--- config.mk ---
export PLATFORM = sky130hd
export DESIGN_NAME = mcd_addr_unit
export DESIGN_NICKNAME = d
export VERILOG_FILES = /design/src/rtl/mcd_pkg.sv /design/src/rtl/mcd_addr_unit.sv
export SDC_FILE = /design/constraint.sdc
export NUM_CORES = 1
export LEC_CHECK = 0
export ABC_AREA = 1
export ABC_CLOCK_PERIOD_IN_PS = 9300
export BUFFER_PORTS_ARGS = -buffer_cell sky130_fd_sc_hd__buf_4
export CELL_PAD_IN_SITES_DETAIL_PLACEMENT = 1
export CELL_PAD_IN_SITES_GLOBAL_PLACEMENT = 2
export CORE_MARGIN = 2
export CORE_UTILIZATION = 35
export CTS_BUF_LIST = sky130_fd_sc_hd__clkbuf_4 sky130_fd_sc_hd__clkbuf_8 sky130_fd_sc_hd__clkbuf_16
export DETAILED_ROUTE_END_ITERATION = 8
export GPL_ROUTABILITY_DRIVEN = 0
export PLACE_DENSITY_LB_ADDON = 0.1
export SLEW_MARGIN = 40
export SYNTH_ARGS = -nofsm -noshare
export SYNTH_HDL_FRONTEND = slang
export SYNTH_SLANG_ARGS = --single-unit
--- constraint.sdc ---
create_clock -name clock -period 9.3 [get_ports clock]
set_clock_uncertainty 0.1 [all_clocks]
set_input_delay 0 -clock clock [delete_from_list [all_inputs] [get_ports clock]]
set_output_delay 0 -clock clock [all_outputs]
set_load 0.02 [all_outputs]
--- src/rtl/mcd_pkg.sv ---
// Shared constants, frame type and helper functions for the maze carver.
package mcd_pkg;

   localparam int MAX_SIDE   = 64;
   localparam int GRID_CELLS = 4096;
   localparam int COORD_W    = 6;
   localparam int SIDE_W     = 7;
   localparam int CELL_AW    = $clog2(GRID_CELLS);
   localparam int DEPTH_W    = 13;
   localparam int CELL_W     = 5;
   localparam int VISITED    = 4;

   localparam logic [1:0] DIR_N = 2'd0;
   localparam logic [1:0] DIR_E = 2'd1;
   localparam logic [1:0] DIR_S = 2'd2;
   localparam logic [1:0] DIR_W = 2'd3;

   localparam logic [2:0] EV_CARVED   = 3'd0;
   localparam logic [2:0] EV_BACKTRACK = 3'd1;
   localparam logic [2:0] EV_FINISHED = 3'd2;
   localparam logic [2:0] EV_STARTED  = 3'd3;
   localparam logic [2:0] EV_REJECTED = 3'd4;

   localparam logic OP_STEP  = 1'b0;
   localparam logic OP_START = 1'b1;

   localparam logic CSR_WIDTH  = 1'b0;
   localparam logic CSR_HEIGHT = 1'b1;

   typedef struct packed {
      logic [2:0]         next;
      logic [3:0][1:0]    order;
      logic [COORD_W-1:0] y;
      logic [COORD_W-1:0] x;
   } frame_type;

   localparam int FRAME_W = $bits(frame_type);

   // Zero reads as one, anything past the largest side saturates.
   function automatic logic [SIDE_W-1:0] eff_side(input logic [SIDE_W-1:0] v);
      logic [SIDE_W-1:0] r;
      r = v;
      if (v == '0) r = SIDE_W'(1);
      if (v > SIDE_W'(MAX_SIDE)) r = SIDE_W'(MAX_SIDE);
      return r;
   endfunction

   // Fisher-Yates order from the three swap picks.
   function automatic logic [3:0][1:0] shuffle(input logic [1:0] p4, input logic [1:0] p3,
                                               input logic p2);
      logic [3:0][1:0] o;
      logic [1:0]      t;
      logic [1:0]      j3;
      o = {DIR_W, DIR_S, DIR_E, DIR_N};
      t = o[3]; o[3] = o[p4]; o[p4] = t;
      j3 = (p3 == 2'd3) ? 2'd0 : p3;
      t = o[2]; o[2] = o[j3]; o[j3] = t;
      t = o[1]; o[1] = o[{1'b0, p2}]; o[{1'b0, p2}] = t;
      return o;
   endfunction

endpackage

--- src/rtl/mcd_addr_unit.sv ---
// Shared cell address unit: registered y * width + x, wrapped to the cell store.
module mcd_addr_unit
   import mcd_pkg::*;
(
   input  logic               clock,
   input  logic [SIDE_W-1:0]  x,
   input  logic [SIDE_W-1:0]  y,
   input  logic [SIDE_W-1:0]  w,
   output logic [CELL_AW-1:0] addr
);

   logic [2*SIDE_W-1:0] prod;
   logic [2*SIDE_W-1:0] sum;
   logic [CELL_AW-1:0]  addr_ff;

   always_comb begin
      prod = y * w;
      sum  = prod + {{SIDE_W{1'b0}}, x};
   end

   always_ff @(posedge clock) begin
      addr_ff <= sum[CELL_AW-1:0];
   end

   assign addr = addr_ff;

endmodule

==> out/qor.yml, run 1 <==
place:
  dpl-instance-area_sq_um: 2420
  place_ws_ns: 5.67
  placedCellCount: 396
  port-buffer-count: 33
  dp_hpwl_microns: 4020
critical_path:
  cp_max_fo: 7
  crit_end: "addr[10]"
  cp.arrival_ns: 3.38
  critPathLaunch: "y[1]"
  cp.required_ns: 9.33
  end_kind: "register"
  crit_path_start_kind: "input port"
  worst-setup-path-type: "in2reg"
clock_network:
  cts_resized: 0
  cts_sinks: 12
  clockBufferDepth: 2
  cts-buffers-inserted: 3
  cts_tree: "yes"
  clkTransAtPathRegs_ns: 0.05
  htree_levels: 1
  cts.root.buffer_cell: "clkbuf_8"
hold_path:
  hold_start: "w[0]"
  hp-class: "in2reg"
  hold-path-cell-count: 4
synth:
  syn-cell-area_sq_um: 2090
  synth_xor_area_share_pct: 2.51
  synth-adder-area-share_pct: 44.9
  ys_seq_elements: 12
  yosysUniqueCellTypes: 19
  syn_inst: 290
  ys_seq_area_share_pct: 11.5
  yosys_warnings: 0
  synth_compound_area_share_pct: 2.27
  muxShareOfSynthArea_pct: 0
  synthSimpleGateAreaFrac_pct: 20.4
  syn_area_per_cell_sq_um: 7.21
  synth_top_family_by_area: "adder cells"
  synth_nets: 369
route:
  drc: 0
  wl_per_cell_microns: 11.3
  antenna_left: 0
  routed_wl_microns: 4500
  drtPass1Iterations: 3
  vias: 1738
  viasPerCell: 4.35
  drt_iter0_drc: 52
timing:
  worstMarginPinSlew_ns: 0.214
  finalSetupViolCount: 0
  finalCriticalPeriod_ns: 3.35
  fmax_ghz: 0.299
  rsz0062_at_grt: "false"
  slew_viol_final: 0
  slew_headroom_pct: 85.8
  setup_slack_ns: 5.95
  finalHoldViolCount: 0
  whs_ns: 0.0483
  tns_ns: 0
  min_period_over_period_pct: 36.0
global_route:
  overflow: 0
  grt_max_degree: 9
  grt_usage_pct: 16.4
  grt_pass1_vias: 1975
  antenna_found_initial: 0
  grt_first_pass_wirelength_microns: 8470
die:
  std_cell_rows: 28
  die_w_microns: 81.3
  initial_core_util_pct: 35.7
  die_area_sq_um: 6610
  die_h_microns: 81.3
  io_pins: 34
  coreArea_sq_um: 5850
pwr:
  p_comb_share_pct: 74.6
  intPower_uw: 263
  net-switching-power_uw: 252
  p_seq_share_pct: 16.4
  power_per_cell_area_nw_per_um2: 208
  report.power.total_uw: 515
  cellLeakagePower_nw: 1.60
  vdd_drop_max_mv: 0.147
  switching_share_pct: 49.0
  p_clk_share_pct: 9.0
job:
  maxCapViolCount: 0
final_layout:
  drive_above_1_share_pct: 13.2
  post-route-util_pct: 42.3
  final_cell_mix: "97 x inv_1, 80 x nand2_1, 33 x buf_4"
  final_nets: 406
  syn_to_final_growth_pct: 18.3
  fillers: 759
  final_common_cell: "inv_1"
  antenna_cells: 0
  post_layout_nonfiller_instances: 400
  largest_reg_flops: 12
  design_area_sq_um: 2470
outcome:
  status: "completed"
## metal layers
metal  vias up  global-route usage [%]  routed length, microns
met5         -                       0                       0
met4         0                    1.86                       8
met3         2                    2.22                      83
met2        20                    33.2                    2460
met1       828                    18.5                    1950
li1        888                       -                       -
## worst min path at each step
stage / end
finish: addr[0]
global placement: addr[0]
floorplan: addr[0]
CTS: addr[0]
global route: addr[0]
detailed placement: addr[0]
## what timing repair did
action,in CTS,in global routing
hold buffers,1,0
endpoints found under the hold margin,1,0
buffers inserted,0,0
## cells in the mapped netlist (all sizes together)
master	instances	area, sq um
inv	99	372
nand2	82	313
fa	30	601
ha	27	338
dfxtp	12	240
nor2	11	46.3
nand3	10	55.1
a21oi	5	25.0
xor2	4	35.0
a21o	2	15.0
buf	2	10.0
nand4	2	12.5
xnor2	2	17.5
clkinv	1	3.75
o21bai	1	7.51
## critical path, cell delays in order
cell     delay (ns)
buf_4          0.14
nand2_1        0.06
inv_1          0.05
fa_1           0.50
fa_1           0.52
fa_1           0.55
inv_1          0.05
fa_1           0.53
inv_1          0.04
ha_1           0.37
a21o_1         0.23
a21oi_1        0.13
nand2_1        0.07
xor2_1         0.14
## final cells by class
type                    count  area, sq um  area share, %
clock buffers               3         41.3           1.67
well taps                  75         93.8           3.79
multi-input cells         176         1470           59.2
inverters                 100          375           15.2
flip-flops and latches     12          240           9.71
repair buffers             34          258           10.4
## cell families (layout without fill, tap and decap cells)
kind of cell               after synthesis  in the layout
and+or+nand+nor                        105            105
DFF                                     12             12
xor gates and xnor gates                 6              6
adders and majority gates               57             57
buffers and inverters                  102            137
AOI/OAI and AO/OA                        8              8
## power groups by stage
stage | combinational (mW) | clock [mW] | sequential, mW
final | 0.384 | 0.0462 | 0.0848
after global routing | 0.459 | 0.0500 | 0.0870
after CTS | 0.398 | 0.0485 | 0.0855
after detailed placement | 0.395 | 0 | 0.0865
after global placement | 0.392 | 0 | 0.0854
after floorplan | 0.251 | 0 | 0.116
No activity file was read; power rests on OpenSTA's default activity.
==> inputs of run 2 (changes only) <==
Settings changed: ABC_CLOCK_PERIOD_IN_PS 9300 to 3050, CORE_UTILIZATION 35 to 29.
Clock period 9.3 ns to 3.05 ns, I/O delays scaled along.
==> run 2 against run 1 <==
The flow now finishes with violations (setup timing). Setup slack got worse by 6.0 ns. Worst hold slack lost 0.021 ns. Core utilization grew 0.94 points. Global-route usage is 2.3 points lower. Final area grew 20%. Critical path type unchanged. Critical endpoint is now addr[11].
==> out/qor.yml, run 2 (synthesis results as in run 1) <==
timing:
  rsz0062_at_grt: "true"  # was false
  fmax_ghz: 0.325
  min_period_over_period_pct: 101
  worstMarginPinSlew_ns: 0.148  # was 0.214 ns
  setup_slack_ns: -0.0282  # was 5.95 ns
  slew_headroom_pct: 90.1  # was 85.8%
  finalHoldViolCount: 0  # unchanged
  slew_viol_final: 0  # unchanged
  finalSetupViolCount: 1  # was 0
  whs_ns: 0.0272  # was 0.0483 ns
  finalCriticalPeriod_ns: 3.08
global_route:
  grt_usage_pct: 14.2  # was 16.4%
  grt_pass1_vias: 2101  # was 1975
  antenna_found_initial: 0  # unchanged
  grt_first_pass_wirelength_microns: 8740  # was 8470 microns
  overflow: 0  # unchanged
  grt_max_degree: 9  # unchanged
die:
  std_cell_rows: 30  # was 28
  io_pins: 34  # unchanged
  initial_core_util_pct: 30.4  # was 35.7%
  die_w_microns: 88.9  # was 81.3 microns
  die_area_sq_um: 7900  # was 6610 sq um
  die_h_microns: 88.9  # was 81.3 microns
  coreArea_sq_um: 6870  # was 5850 sq um
outcome:
  failed_checks: "setup timing"
  status: "complete, but fails checks"  # was completed
final_layout:
  largest_reg_flops: 12  # unchanged
  regArea_sq_um: 240  # unchanged
  final_common_cell: "inv_1"  # unchanged
  syn_to_final_growth_pct: 42.0  # was 18.3%
  final_nets: 438  # was 406
  post_layout_nonfiller_instances: 454  # was 400
  multi_input_area_sq_um: 1630  # was 1470 sq um
  fillers: 884  # was 759
  design_area_sq_um: 2970  # was 2470 sq um
  drive_above_1_share_pct: 29.1  # was 13.2%
  final_cell_mix: "91 x inv_1, 69 x nand2_1, 55 x buf_4"  # was 97 x inv_1, 80 x nand2_1, 33 x buf_4
  antenna_cells: 0  # unchanged
critical_path:
  cp.arrival_ns: 3.11  # was 3.38 ns
  worst-setup-path-type: "in2reg"  # unchanged
  crit_end: "addr[11]"  # was addr[10]
  critPathLaunch: "w[5]"  # was y[1]
  crit_path_start_kind: "input port"  # unchanged
  cp_max_fo: 5  # was 7
  end_kind: "register"  # unchanged
  cp.required_ns: 3.09  # was 9.33 ns
route:
  drt_iter0_drc: 28  # was 52
  drtPass1Iterations: 4  # was 3
  vias: 1843  # was 1738
  antenna_left: 0  # unchanged
  wl_per_cell_microns: 10.7  # was 11.3 microns
  viasPerCell: 4.06  # was 4.35
  routed_wl_microns: 4870  # was 4500 microns
  drc: 0  # unchanged
clock_network:
  htree_levels: 1  # unchanged
  cts-buffers-inserted: 3  # unchanged
  cts_tree: "yes"  # unchanged
  cts_sinks: 12  # unchanged
  clockBufferDepth: 2  # unchanged
  clkTransAtPathRegs_ns: 0.05  # about the same
  cts.root.buffer_cell: "clkbuf_8"  # unchanged
pwr:
  cellLeakagePower_nw: 1.79  # was 1.60 nW
  power_per_cell_area_nw_per_um2: 686  # was 208 nW/um^2
  p_comb_share_pct: 78.9  # was 74.6%
  net-switching-power_uw: 906  # was 252 uW
  vdd_drop_max_mv: 0.233  # was 0.147 mV
  intPower_mw: 1.13  # was 263 uW
  switching_share_pct: 44.5  # was 49.0%
  p_clk_share_pct: 8.4  # was 9.0%
  p_seq_share_pct: 12.6  # was 16.4%
  report.power.total_mw: 2.04  # was 515 uW
job:
  maxCapViolCount: 0  # unchanged
place:
  port-buffer-count: 33  # unchanged
  dp_hpwl_microns: 4370  # was 4020 microns
  placedCellCount: 444  # was 396
  dpl-instance-area_sq_um: 2700  # was 2420 sq um
hold_path:
  hp-class: "in2reg"  # unchanged
## run 2: changes by cell type in the layout (fill, tap and decap cells not counted), sizes merged
cell	before	now
buf	33	65
clkbuf	3	4
## run 2: layout make-up
type	instances	share of cell area, %
tap	96	4.05
multi-input combinational	176	54.8
clock buffer	4	1.85
sequential	12	8.09
timing repair buffer	66	18.6
inverter	100	12.6
## run 2: timing repair
action / 4_1_cts / 5_1_grt
setup endpoints to repair: 6 / 6
pin swaps: 19 / 16
endpoints found under the hold margin: 1 / 0
cloned: 0 / 0
gates resized for setup: 20 / 19
setup buffers: 2 / 3
hold buffers: 1 / 0
## run 2: through the flow
step / setup TNS [ns] / utilization, % / setup WS [ns]
2_1_floorplan: -0.270 / - / -0.0872
3_3_place_gp: -1.91 / 39.3 / -0.333
3_5_place_dp: -1.99 / 39.3 / -0.355
4_1_cts: -0.0785 / 41.8 / -0.0397
5_1_grt: -0.550 / 43.2 / -0.156
6_report: -0.0282 / 43.2 / -0.0282
## run 2: worst max-delay path, stage by stage
cell and delay (ns):
buf_6 0.11, buf_4 0.13, nand2_2 0.06, fa_1 0.44, fa_1 0.54, fa_1 0.44, fa_1 0.56, inv_2 0.04
ha_4 0.30, nand2_4 0.07, inv_2 0.06, nand2_2 0.05, nand2_2 0.07, nand2_2 0.05, nand3_2 0.07, inv_2 0.03
nand2_1 0.04, nand2_1 0.04
## run 2: worst min-delay path by stage
stage	to	from	slack, ns	cells after the start
floorplan	addr[0]	x[0]	0.03	1
global placement	addr[0]	x[0]	0.13	2
finish	addr[0]	w[0]	0.03	4
CTS	addr[0]	w[0]	0.04	4
global route	addr[0]	w[0]	0.05	4
detailed placement	addr[0]	x[0]	0.12	2
## run 2: power by group through the flow
stage	clock, mW	sequential (mW)	combinational (mW)
5_1_grt	0.190	0.264	1.83
3_3_place_gp	0	0.260	1.46
2_1_floorplan	0	0.354	0.875
3_5_place_dp	0	0.262	1.46
6_report	0.171	0.257	1.61
4_1_cts	0.180	0.259	1.60
## run 2: metal layers
layer | vias up | track usage (%) | part of all wire, %
met5 | - | 0 | 0
met4 | 0 | 0.964 | 0.16
met3 | 2 | 2.77 | 2.8
met2 | 21 | 27.6 | 54
met1 | 866 | 16.6 | 43
li1 | 954 | - | -
