<file path="src/rtl/mcd_ram.sv">
// Simple dual-port RAM: one write port, one read port with registered data.
module mcd_ram #(
   parameter int DATA_W = 8,
   parameter int DEPTH  = 16
) (
   input  logic                     clock,
   input  logic                     wr_en,
   input  logic [$clog2(DEPTH)-1:0] wr_addr,
   input  logic [DATA_W-1:0]        wr_data,
   input  logic [$clog2(DEPTH)-1:0] rd_addr,
   output logic [DATA_W-1:0]        rd_data
);

   logic [DATA_W-1:0] mem [DEPTH];
   logic [DATA_W-1:0] rd_data_ff;

   always_ff @(posedge clock) begin
      if (wr_en) begin
         mem[wr_addr] <= wr_data;
      end
      rd_data_ff <= mem[rd_addr];
   end

   assign rd_data = rd_data_ff;

endmodule

</file>
<file path="config.mk">
export PLATFORM = sky130hd
export DESIGN_NAME = mcd_ram
export DESIGN_NICKNAME = d
export VERILOG_FILES = /design/src/rtl/mcd_ram.sv
export SDC_FILE = /design/constraint.sdc
export NUM_CORES = 1
export LEC_CHECK = 0
export ABC_AREA = 1
export BUFFER_PORTS_ARGS = -buffer_cell sky130_fd_sc_hd__buf_2
export CAP_MARGIN = 20
export CORE_ASPECT_RATIO = 0.5
export CORE_UTILIZATION = 55
export DETAILED_ROUTE_END_ITERATION = 12
export GPL_ROUTABILITY_DRIVEN = 0
export PLACE_DENSITY_LB_ADDON = 0.08
export SLEW_MARGIN = 10
export SYNTH_ARGS = -nofsm -noshare
export SYNTH_HDL_FRONTEND = slang
export SYNTH_SLANG_ARGS = --single-unit
</file>
<file path="constraint.sdc">
create_clock -name clock -period 1.4 [get_ports clock]
set_input_delay 0.35 -clock clock [delete_from_list [all_inputs] [get_ports clock]]
set_output_delay 0.35 -clock clock [all_outputs]
set_load 0.1 [all_outputs]
</file>
==> impl_metrics.ini, run 1 <==
[cts]
cts-buffers-inserted = 17
worstSkewPairLatency_ps = 410
holdBufCountCts = 0
htree_levels = 4
clock_tree.root_cell = sky130_fd_sc_hd__clkbuf_16
cts.path.max_buffers = 2
cts-resized-gates = 3
cts_tree = built
clkSlewWorstSetupHoldPaths_ps = 60
numClockSinks = 136
cts_setup_buffers = 0

[final_layout]
nets = 628
diodes = 0
layout.cell_area.non_filler_sq_um = 6950
final_common_cell = sky130_fd_sc_hd__nand2_1
fin_cells = 758
finalCoreUtilization_pct = 71.0
multiInputGateArea_sq_um = 1210
fill_count = 686
final-seq-area_sq_um = 4010
layout_common_cells = 173 x sky130_fd_sc_hd__nand2_1, 128 x sky130_fd_sc_hd__edfxtp_1, 100 x sky130_fd_sc_hd__inv_1
layout-drive-gt1-share_pct = 15.1
area_growth_syn_to_layout_pct = 20.5

[power]
total_internal_power_mw = 7.62
total_switching_power_mw = 2.29
comb_power_share_pct = 9.0
seq_power_share_pct = 46.4
ir_worst_vdd_v = 0.000953
power.share.switching_pct = 23.1
proportion_of_power_drawn_by_the_clock_network_pct = 44.6
fin_total_pwr_mw = 9.91
p_leak_nw = 3.06
cellPowerDensity_nw_per_um2 = 1430

[global_route]
grt_overflow = 0
first_global_vias = 3756
grtUsageTotal_pct = 27.5
grt_max_degree = 26
grt_pass1_wl_mm = 20.8
grt_antenna_before_repair = 0

[sta]
timing.setup.tns_ps = 0
hold_viol = 0
grt_setup_unrepaired = false
total_setup_violations_reported_at_the_end_of_the_flow = 0
slew-limit-headroom_pct = 74.9
hold_ws_ps = 369
achievable-frequency_mhz = 733
worst_slack_ps = 36.5
drv_slew = 0
worst_clock_skew_ps = 8.62
post-route-min-period_ps = 1360
share_of_the_cycle_needed_by_the_critical_path_after_routing_pct = 97.4
worst-slew-pin-transition_ps = 376

[setup_path]
crit_path_top_delay_cell = sky130_fd_sc_hd__dfxtp_1
critical_path_depth = 1
crit_buf_inv = 1
critical_path_class = flop to output port
worstSetupStartpointType = flop
crit-reg2reg-capture = rd_data[6]$_DFF_P_
end_kind = output port
worst_case_reg_to_reg_path_depth = 6
cp_slowest_stage_delay_ps = 370
critical_path.max_fanout = 1
start_point_of_the_critical_path = rd_data[0]$_DFF_P_
critPathRequiredTime_ps = 1050
crit_arrival_ps = 1010
reg2reg_setup_slack_ps = 330
start_of_the_worst_register_to_register_path = mem[7][6]$_DFFE_PP_
timing.critical_path.max_delay_family = flip-flops
crit_path_cell_trace = buf_6

[die]
die_height_um = 74.4
fp.coreArea_sq_um = 9790
ioPinCount = 26
floorplan.rows = 25
start_util_pct = 58.9
fp.dieW_um = 147
dieArea_sq_um = 10900

[routing]
drc_errors = 0
drt-pass1-iter-count = 4
detailroute.via_count = 3974
drtAntennaViolNets = 0
initialDrtViolationCount = 555
routed_wirelength_mm = 13.6
avgViaCountPerCell = 5.24
routedWlPerCell_um = 18.0

[placement]
dpl.cell_count = 726
port_buffers = 25
dp_slack_ps = -43.6
dp.final_hpwl_mm = 8.90
placement.cell_area_sq_um = 6350

[min_path]
hold-path-endpoint = mem[4][5]$_DFFE_PP_
worst_hold_path_type = input pin to flop
min_from = wr_data[5]
holdPathStages = 1

[yosys]
synthesis.area_per_instance_sq_um = 10.5
synth_seq_area_share_pct = 69.4
synth_cells = 551
mappedNetlistNets = 569
ranking_of_synthesized_cells_by_area = sky130_fd_sc_hd__edfxtp_1 67%, sky130_fd_sc_hd__nand2_1 11%, sky130_fd_sc_hd__nand3_1 8.4%
ys_ff_latch = 136
synth_area_leader_cell = sky130_fd_sc_hd__edfxtp_1
yosysWarningCount = 0
yosys.cell_types.count = 12
post_synth_instance_area_sq_um = 5770
yosysTopAreaCellShare_pct = 66.7

[run]
drv_cap = 0

[run_status]
status = finished, final reports clean
cell type report:
type | instances | share of cell area (%)
tap | 135 | 2.43
timing repair buffer | 64 | 8.52
inverter | 102 | 5.51
clock buffer | 19 | 6.23
multi-input combinational | 289 | 17.5
clock inverter | 13 | 2.21
sequential | 136 | 57.6
worst reg2reg max path, stage by stage (launching register included):
cell and delay (ps):
sky130_fd_sc_hd__edfxtp_1 370, sky130_fd_sc_hd__inv_1 70, sky130_fd_sc_hd__nand2_1 50, sky130_fd_sc_hd__nand3_1 70, sky130_fd_sc_hd__nand3_1 180, sky130_fd_sc_hd__nand3_1 150
sky130_fd_sc_hd__nand2_1 60
synth_stat cells:
library cell	n
sky130_fd_sc_hd__inv_1	100
sky130_fd_sc_hd__buf_6	6
sky130_fd_sc_hd__buf_4	4
sky130_fd_sc_hd__dfxtp_1	8
sky130_fd_sc_hd__buf_1	1
sky130_fd_sc_hd__nand2_1	173
sky130_fd_sc_hd__nand3b_1	2
sky130_fd_sc_hd__buf_2	13
sky130_fd_sc_hd__edfxtp_1	128
sky130_fd_sc_hd__nor2_1	17
sky130_fd_sc_hd__inv_2	2
sky130_fd_sc_hd__nand3_1	97
state kept, by name (all words and copies together) (netlist names):
signal / flops
mem: 128
rd_data: 8
per-layer routing:
layer	vias up	global-route usage [%]	part of all wire, %
met3	15	7.30	8.3
met2	145	42.9	45
met1	1921	38.0	46
met4	0	9.95	1.1
li1	1893	-	-
met5	-	0	0
worst max path at each step:
| stage | end | slack [ps] |
|---|---|---|
| floorplan | mem[4][0]$_DFFE_PP_ | 100 |
| global placement | rd_data[1]$_DFF_P_ | -40 |
| detailed placement | rd_data[7]$_DFF_P_ | -40 |
| CTS | rd_data[7] | 4 |
| global route | rd_data[0] | 20 |
| finish | rd_data[0] | 40 |
cell families (layout without fill, tap and decap cells):
kind of cell	count (synthesis)	count (layout)	share of synthesized area, %
simple gates	289	289	21.0
buf+inv	126	198	9.52
flops	136	136	69.4
power groups by stage:
| stage | Sequential, mW | Combinational (mW) | Clock, mW |
|---|---|---|---|
| after floorplan | 4.85 | 0.321 | 0 |
| after global placement | 4.68 | 0.859 | 0 |
| after detailed placement | 4.68 | 0.872 | 0 |
| after CTS | 4.59 | 0.889 | 4.44 |
| after global routing | 4.60 | 0.951 | 4.61 |
| final | 4.59 | 0.893 | 4.42 |
(Power assumes the default switching activity.)
==> inputs of run 2 (changes only) <==
CORE_UTILIZATION = 35   (was 55)
PLACE_DENSITY_LB_ADDON = 0.12   (was 0.08)
==> run 2 against run 1 <==
  * Clock power decreased by 4.8%
  * Utilization shrank 26 points
  * Global-route usage shrank 8.8 points
  * Clock skew grew 1.1 ps
  * Final cell count increased by 12%
  * Die area up 56%
  * Worst hold slack got worse by 9.5 ps
  * Sequential power is essentially flat
  * Sequential share of layout area decreased by 0.80 points
==> impl_metrics.ini, run 2 (synthesized netlist as in run 1, its figures left out) <==
[sta]
post-route-min-period_ps = 1370
drv_slew = 0
grt_setup_unrepaired = false
total_setup_violations_reported_at_the_end_of_the_flow = 0
achievable-frequency_mhz = 728
slew-limit-headroom_pct = 72.2
hold_viol = 0
share_of_the_cycle_needed_by_the_critical_path_after_routing_pct = 98.2
hold_ws_ps = 359
worst-slew-pin-transition_ps = 417
worst_clock_skew_ps = 9.75

[setup_path]
crit_arrival_ps = 1020
end_kind = output port
reg2reg_setup_slack_ps = 300
crit-reg2reg-capture = rd_data[1]$_DFF_P_
cp_slowest_stage_delay_ps = 410
crit_path_top_delay_cell = sky130_fd_sc_hd__dfxtp_1
crit_buf_inv = 1
worst_case_reg_to_reg_path_depth = 6
worstSetupStartpointType = flop
critPathRequiredTime_ps = 1050
critical_path.max_fanout = 1
critical_path_class = flop to output port
start_of_the_worst_register_to_register_path = mem[8][1]$_DFFE_PP_
crit_path_cell_trace = buf_12
timing.critical_path.max_delay_family = flip-flops

[final_layout]
layout-drive-gt1-share_pct = 15.9
area_growth_syn_to_layout_pct = 22.2
fill_count = 1486
largest-register = mem
final_common_cell = sky130_fd_sc_hd__nand2_1
largest_reg_flops = 128
nets = 629
layout_common_cells = 173 x sky130_fd_sc_hd__nand2_1, 128 x sky130_fd_sc_hd__edfxtp_1, 100 x sky130_fd_sc_hd__inv_1
finalCoreUtilization_pct = 44.8

[die]
die_height_um = 92.8
floorplan.rows = 32
fp.dieW_um = 184
dieArea_sq_um = 17000
start_util_pct = 36.6
ioPinCount = 26
fp.coreArea_sq_um = 15700

[global_route]
grt_pass1_wl_mm = 22.5
grt_antenna_before_repair = 0
grtUsageTotal_pct = 18.7
grt_max_degree = 48
grt_overflow = 0
first_global_vias = 3662

[routing]
drc_errors = 0
detailroute.via_count = 3813
avgViaCountPerCell = 4.51
drtAntennaViolNets = 0
routed_wirelength_mm = 14.7
routedWlPerCell_um = 17.3
initialDrtViolationCount = 247
drt-pass1-iter-count = 5

[cts]
numClockSinks = 136
clkSlewWorstSetupHoldPaths_ps = 60
clock_tree.root_cell = sky130_fd_sc_hd__clkbuf_16
worstSkewPairLatency_ps = 420
cts.path.max_buffers = 2
cts-buffers-inserted = 17
cts_tree = built
holdBufCountCts = 0
htree_levels = 4

[power]
ir_worst_vdd_v = 0.000833
cellPowerDensity_nw_per_um2 = 1380
p_leak_nw = 3.04

[min_path]
worst_hold_path_type = input pin to flop
holdPathStages = 1
hold-path-endpoint = mem[2][3]$_DFFE_PP_
min_from = wr_data[3]

[run]
drv_cap = 0

[placement]
port_buffers = 25
dp.final_hpwl_mm = 9.36

[run_status]
status = finished, final reports clean
[run 2: cell count changes in the layout (fill, tap and decap cells not counted), sizes merged]
cell / delta
inv: +1
clkinvlp: +3
clkbuf: -1
diode: +1
clkinv: -1
bufinv: -2
buf: +1
[run 2: power by group]
group | switching [mW] | internal [mW]
Combinational | 0.609 | 0.289
Sequential | 0.0514 | 4.55
Clock | 1.76 | 2.45
Total | 2.42 | 7.29
[run 2: layer usage]
layer  track usage [%]  wire, um
met5                 0         0
met1              28.1      7360
met2              26.6      6300
met3              4.01       866
met4              6.32       143
[run 2: final cells by class]
| class | instances | area (sq um) | share of cell area, % |
|---|---|---|---|
| Sequential cell | 136 | 4010 | 56.8 |
| Clock buffer | 18 | 429 | 6.09 |
| Antenna cell | 1 | 2.50 | 0.0355 |
| Tap cell | 221 | 277 | 3.92 |
| Inverter | 102 | 383 | 5.43 |
| Multi-Input combinational cell | 289 | 1210 | 17.2 |
| Clock inverter | 14 | 126 | 1.79 |
| Timing Repair Buffer | 65 | 612 | 8.68 |
[run 2: per-stage QoR]
stage               setup WS (ps)  cell area (sq um)  std cells  power, mW  setup TNS, ps
finish                       25.5               7050        846       9.71              0
global route                 4.72               7050        845       10.0              0
CTS                          18.0               7050        845       9.80              0
detailed placement           -175               6480        813       5.59           -591
global placement             -180               6480        813       5.59           -549
floorplan                    99.2               5770        551       5.17              0
[run 2: worst max-delay path by stage]
stage	from	endpoint	slack (ps)	cells after the start
3_5_place_dp	rd_addr[0]	rd_data[6]$_DFF_P_	-170	9
4_1_cts	rd_data[7]$_DFF_P_	rd_data[7]	20	1
5_1_grt	rd_data[6]$_DFF_P_	rd_data[6]	5	1
6_report	rd_data[7]$_DFF_P_	rd_data[7]	30	1
2_1_floorplan	wr_addr[3]	mem[4][0]$_DFFE_PP_	100	2
3_3_place_gp	rd_addr[0]	rd_data[1]$_DFF_P_	-180	8
[run 2: repair_timing]
item / 4_1_cts / 5_1_grt
setup buffers: 0 / 0
endpoints found under the setup margin: 3 / 0
gates resized for setup: 4 / 0
==> inputs of run 3 (changes only) <==
clock period = 1.6 ns   (was 1.4 ns; I/O delays follow)
==> run 3 against run 2 <==
  * Register-to-register slack improved by 190 ps
  * Final area decreased by 0.60%
  * Worst hold slack improved by 46 ps
  * Final cell count decreased by 1.3%
  * Setup slack improved by 25 ps
  * Power decreased by 3.0%
  * Largest power group is now clock
==> impl_metrics.ini, run 3 (synthesized netlist as in run 1, its figures left out) <==
[run_status]
status = finished, final reports clean

[min_path]
worst_hold_path_type = input pin to flop
min_from = rd_addr[2]

[cts]
worstSkewPairLatency_ps = 420
cts-buffers-inserted = 17
htree_levels = 4
clkSlewWorstSetupHoldPaths_ps = 60
holdBufCountCts = 0
cts_tree = built
cts.path.max_buffers = 2
numClockSinks = 136
clock_tree.root_cell = sky130_fd_sc_hd__clkbuf_16

[sta]
grt_setup_unrepaired = false
hold_viol = 0
worst-slew-pin-transition_ps = 487
slew-limit-headroom_pct = 67.8
worst_clock_skew_ps = 10.4
drv_slew = 0
share_of_the_cycle_needed_by_the_critical_path_after_routing_pct = 96.9
achievable-frequency_mhz = 645
post-route-min-period_ps = 1550
total_setup_violations_reported_at_the_end_of_the_flow = 0
timing.setup.tns_ps = 0
hold_ws_ps = 405

[setup_path]
start_point_of_the_critical_path = rd_data[0]$_DFF_P_
cp_slowest_stage_delay_ps = 420
worstSetupStartpointType = flop
end_kind = output port
start_of_the_worst_register_to_register_path = mem[9][1]$_DFFE_PP_
crit_path_top_delay_cell = sky130_fd_sc_hd__buf_2
crit_path_cell_trace = buf_2
critPathRequiredTime_ps = 1200
timing.critical_path.max_delay_family = buffers and inverters
crit_arrival_ps = 1150
crit_buf_inv = 1
critical_path_class = flop to output port
critical_path.max_fanout = 1

[power]
ir_worst_vdd_v = 0.000750
cellPowerDensity_nw_per_um2 = 1340
p_leak_nw = 3.04

[run]
drv_cap = 0

[placement]
dp.final_hpwl_mm = 9.19
port_buffers = 25

[final_layout]
largest-register = mem
area_growth_syn_to_layout_pct = 21.5
layout-drive-gt1-share_pct = 14.2
final_common_cell = sky130_fd_sc_hd__nand2_1
layout_common_cells = 173 x sky130_fd_sc_hd__nand2_1, 128 x sky130_fd_sc_hd__edfxtp_1, 100 x sky130_fd_sc_hd__inv_1
diodes = 0
largest_reg_flops = 128
nets = 620

[global_route]
first_global_vias = 3571
grt_antenna_before_repair = 0
grt_pass1_wl_mm = 22.1
grtUsageTotal_pct = 18.7
grt_overflow = 0
grt_max_degree = 49

[die]
fp.dieW_um = 184
dieArea_sq_um = 17000
floorplan.rows = 32
ioPinCount = 26
fp.coreArea_sq_um = 15700
start_util_pct = 36.6
die_height_um = 92.8

[routing]
routed_wirelength_mm = 14.7
drt-pass1-iter-count = 5
routedWlPerCell_um = 17.6
detailroute.via_count = 3798
drtAntennaViolNets = 0
avgViaCountPerCell = 4.55
drc_errors = 0
initialDrtViolationCount = 336
==> run 3: worst paths after layout <==
kind                             end  slack, ps  depth (start not counted)
hold / removal    rd_data[6]$_DFF_P_        410                          4
hold reg to reg   rd_data[0]$_DFF_P_        660                          6
setup / recovery          rd_data[0]         50                          1
setup reg to reg  rd_data[1]$_DFF_P_        490                          6
==> run 3: final cells by class <==
| cell class | instances | area (sq um) |
|---|---|---|
| inverters | 102 | 383 |
| clock inverters | 13 | 275 |
| multi-input cells | 289 | 1210 |
| clock buffers | 18 | 429 |
| fillers | 1465 | 8730 |
| flip-flops and latches | 136 | 4000 |
| repair buffers | 56 | 425 |
| well taps | 221 | 277 |
==> run 3: per-layer routing <==
layer | vias to the layer above | GRT usage (%) | routed length [um]
met4 | 0 | 6.60 | 149
li1 | 1877 | - | -
met3 | 13 | 3.58 | 549
met2 | 79 | 26.8 | 6340
met1 | 1829 | 27.9 | 7650
met5 | - | 0 | 0
==> run 3: timing repair <==
action                     CTS  global route
gates resized for setup      5             2
setup endpoints to repair    5             2
buffers inserted             0             0
==> run 3: report_power, final <==
group	internal [mW]	switching (mW)	total, mW
clock	3.23	1.47	4.70
combinational	0.177	0.534	0.711
sequential	3.98	0.0283	4.01
==> run 3: through the flow <==
step	utilization, %	total power, mW	cell area (sq um)	std cells	setup slack [ps]
after floorplan	-	4.53	5770	551	249
after global placement	39.9	4.79	6280	804	13.6
after detailed placement	39.9	4.79	6280	804	11.9
after CTS	44.5	9.51	7000	835	5.28
after global routing	44.5	9.70	7010	835	15.2
final	44.5	9.42	7010	835	50.1
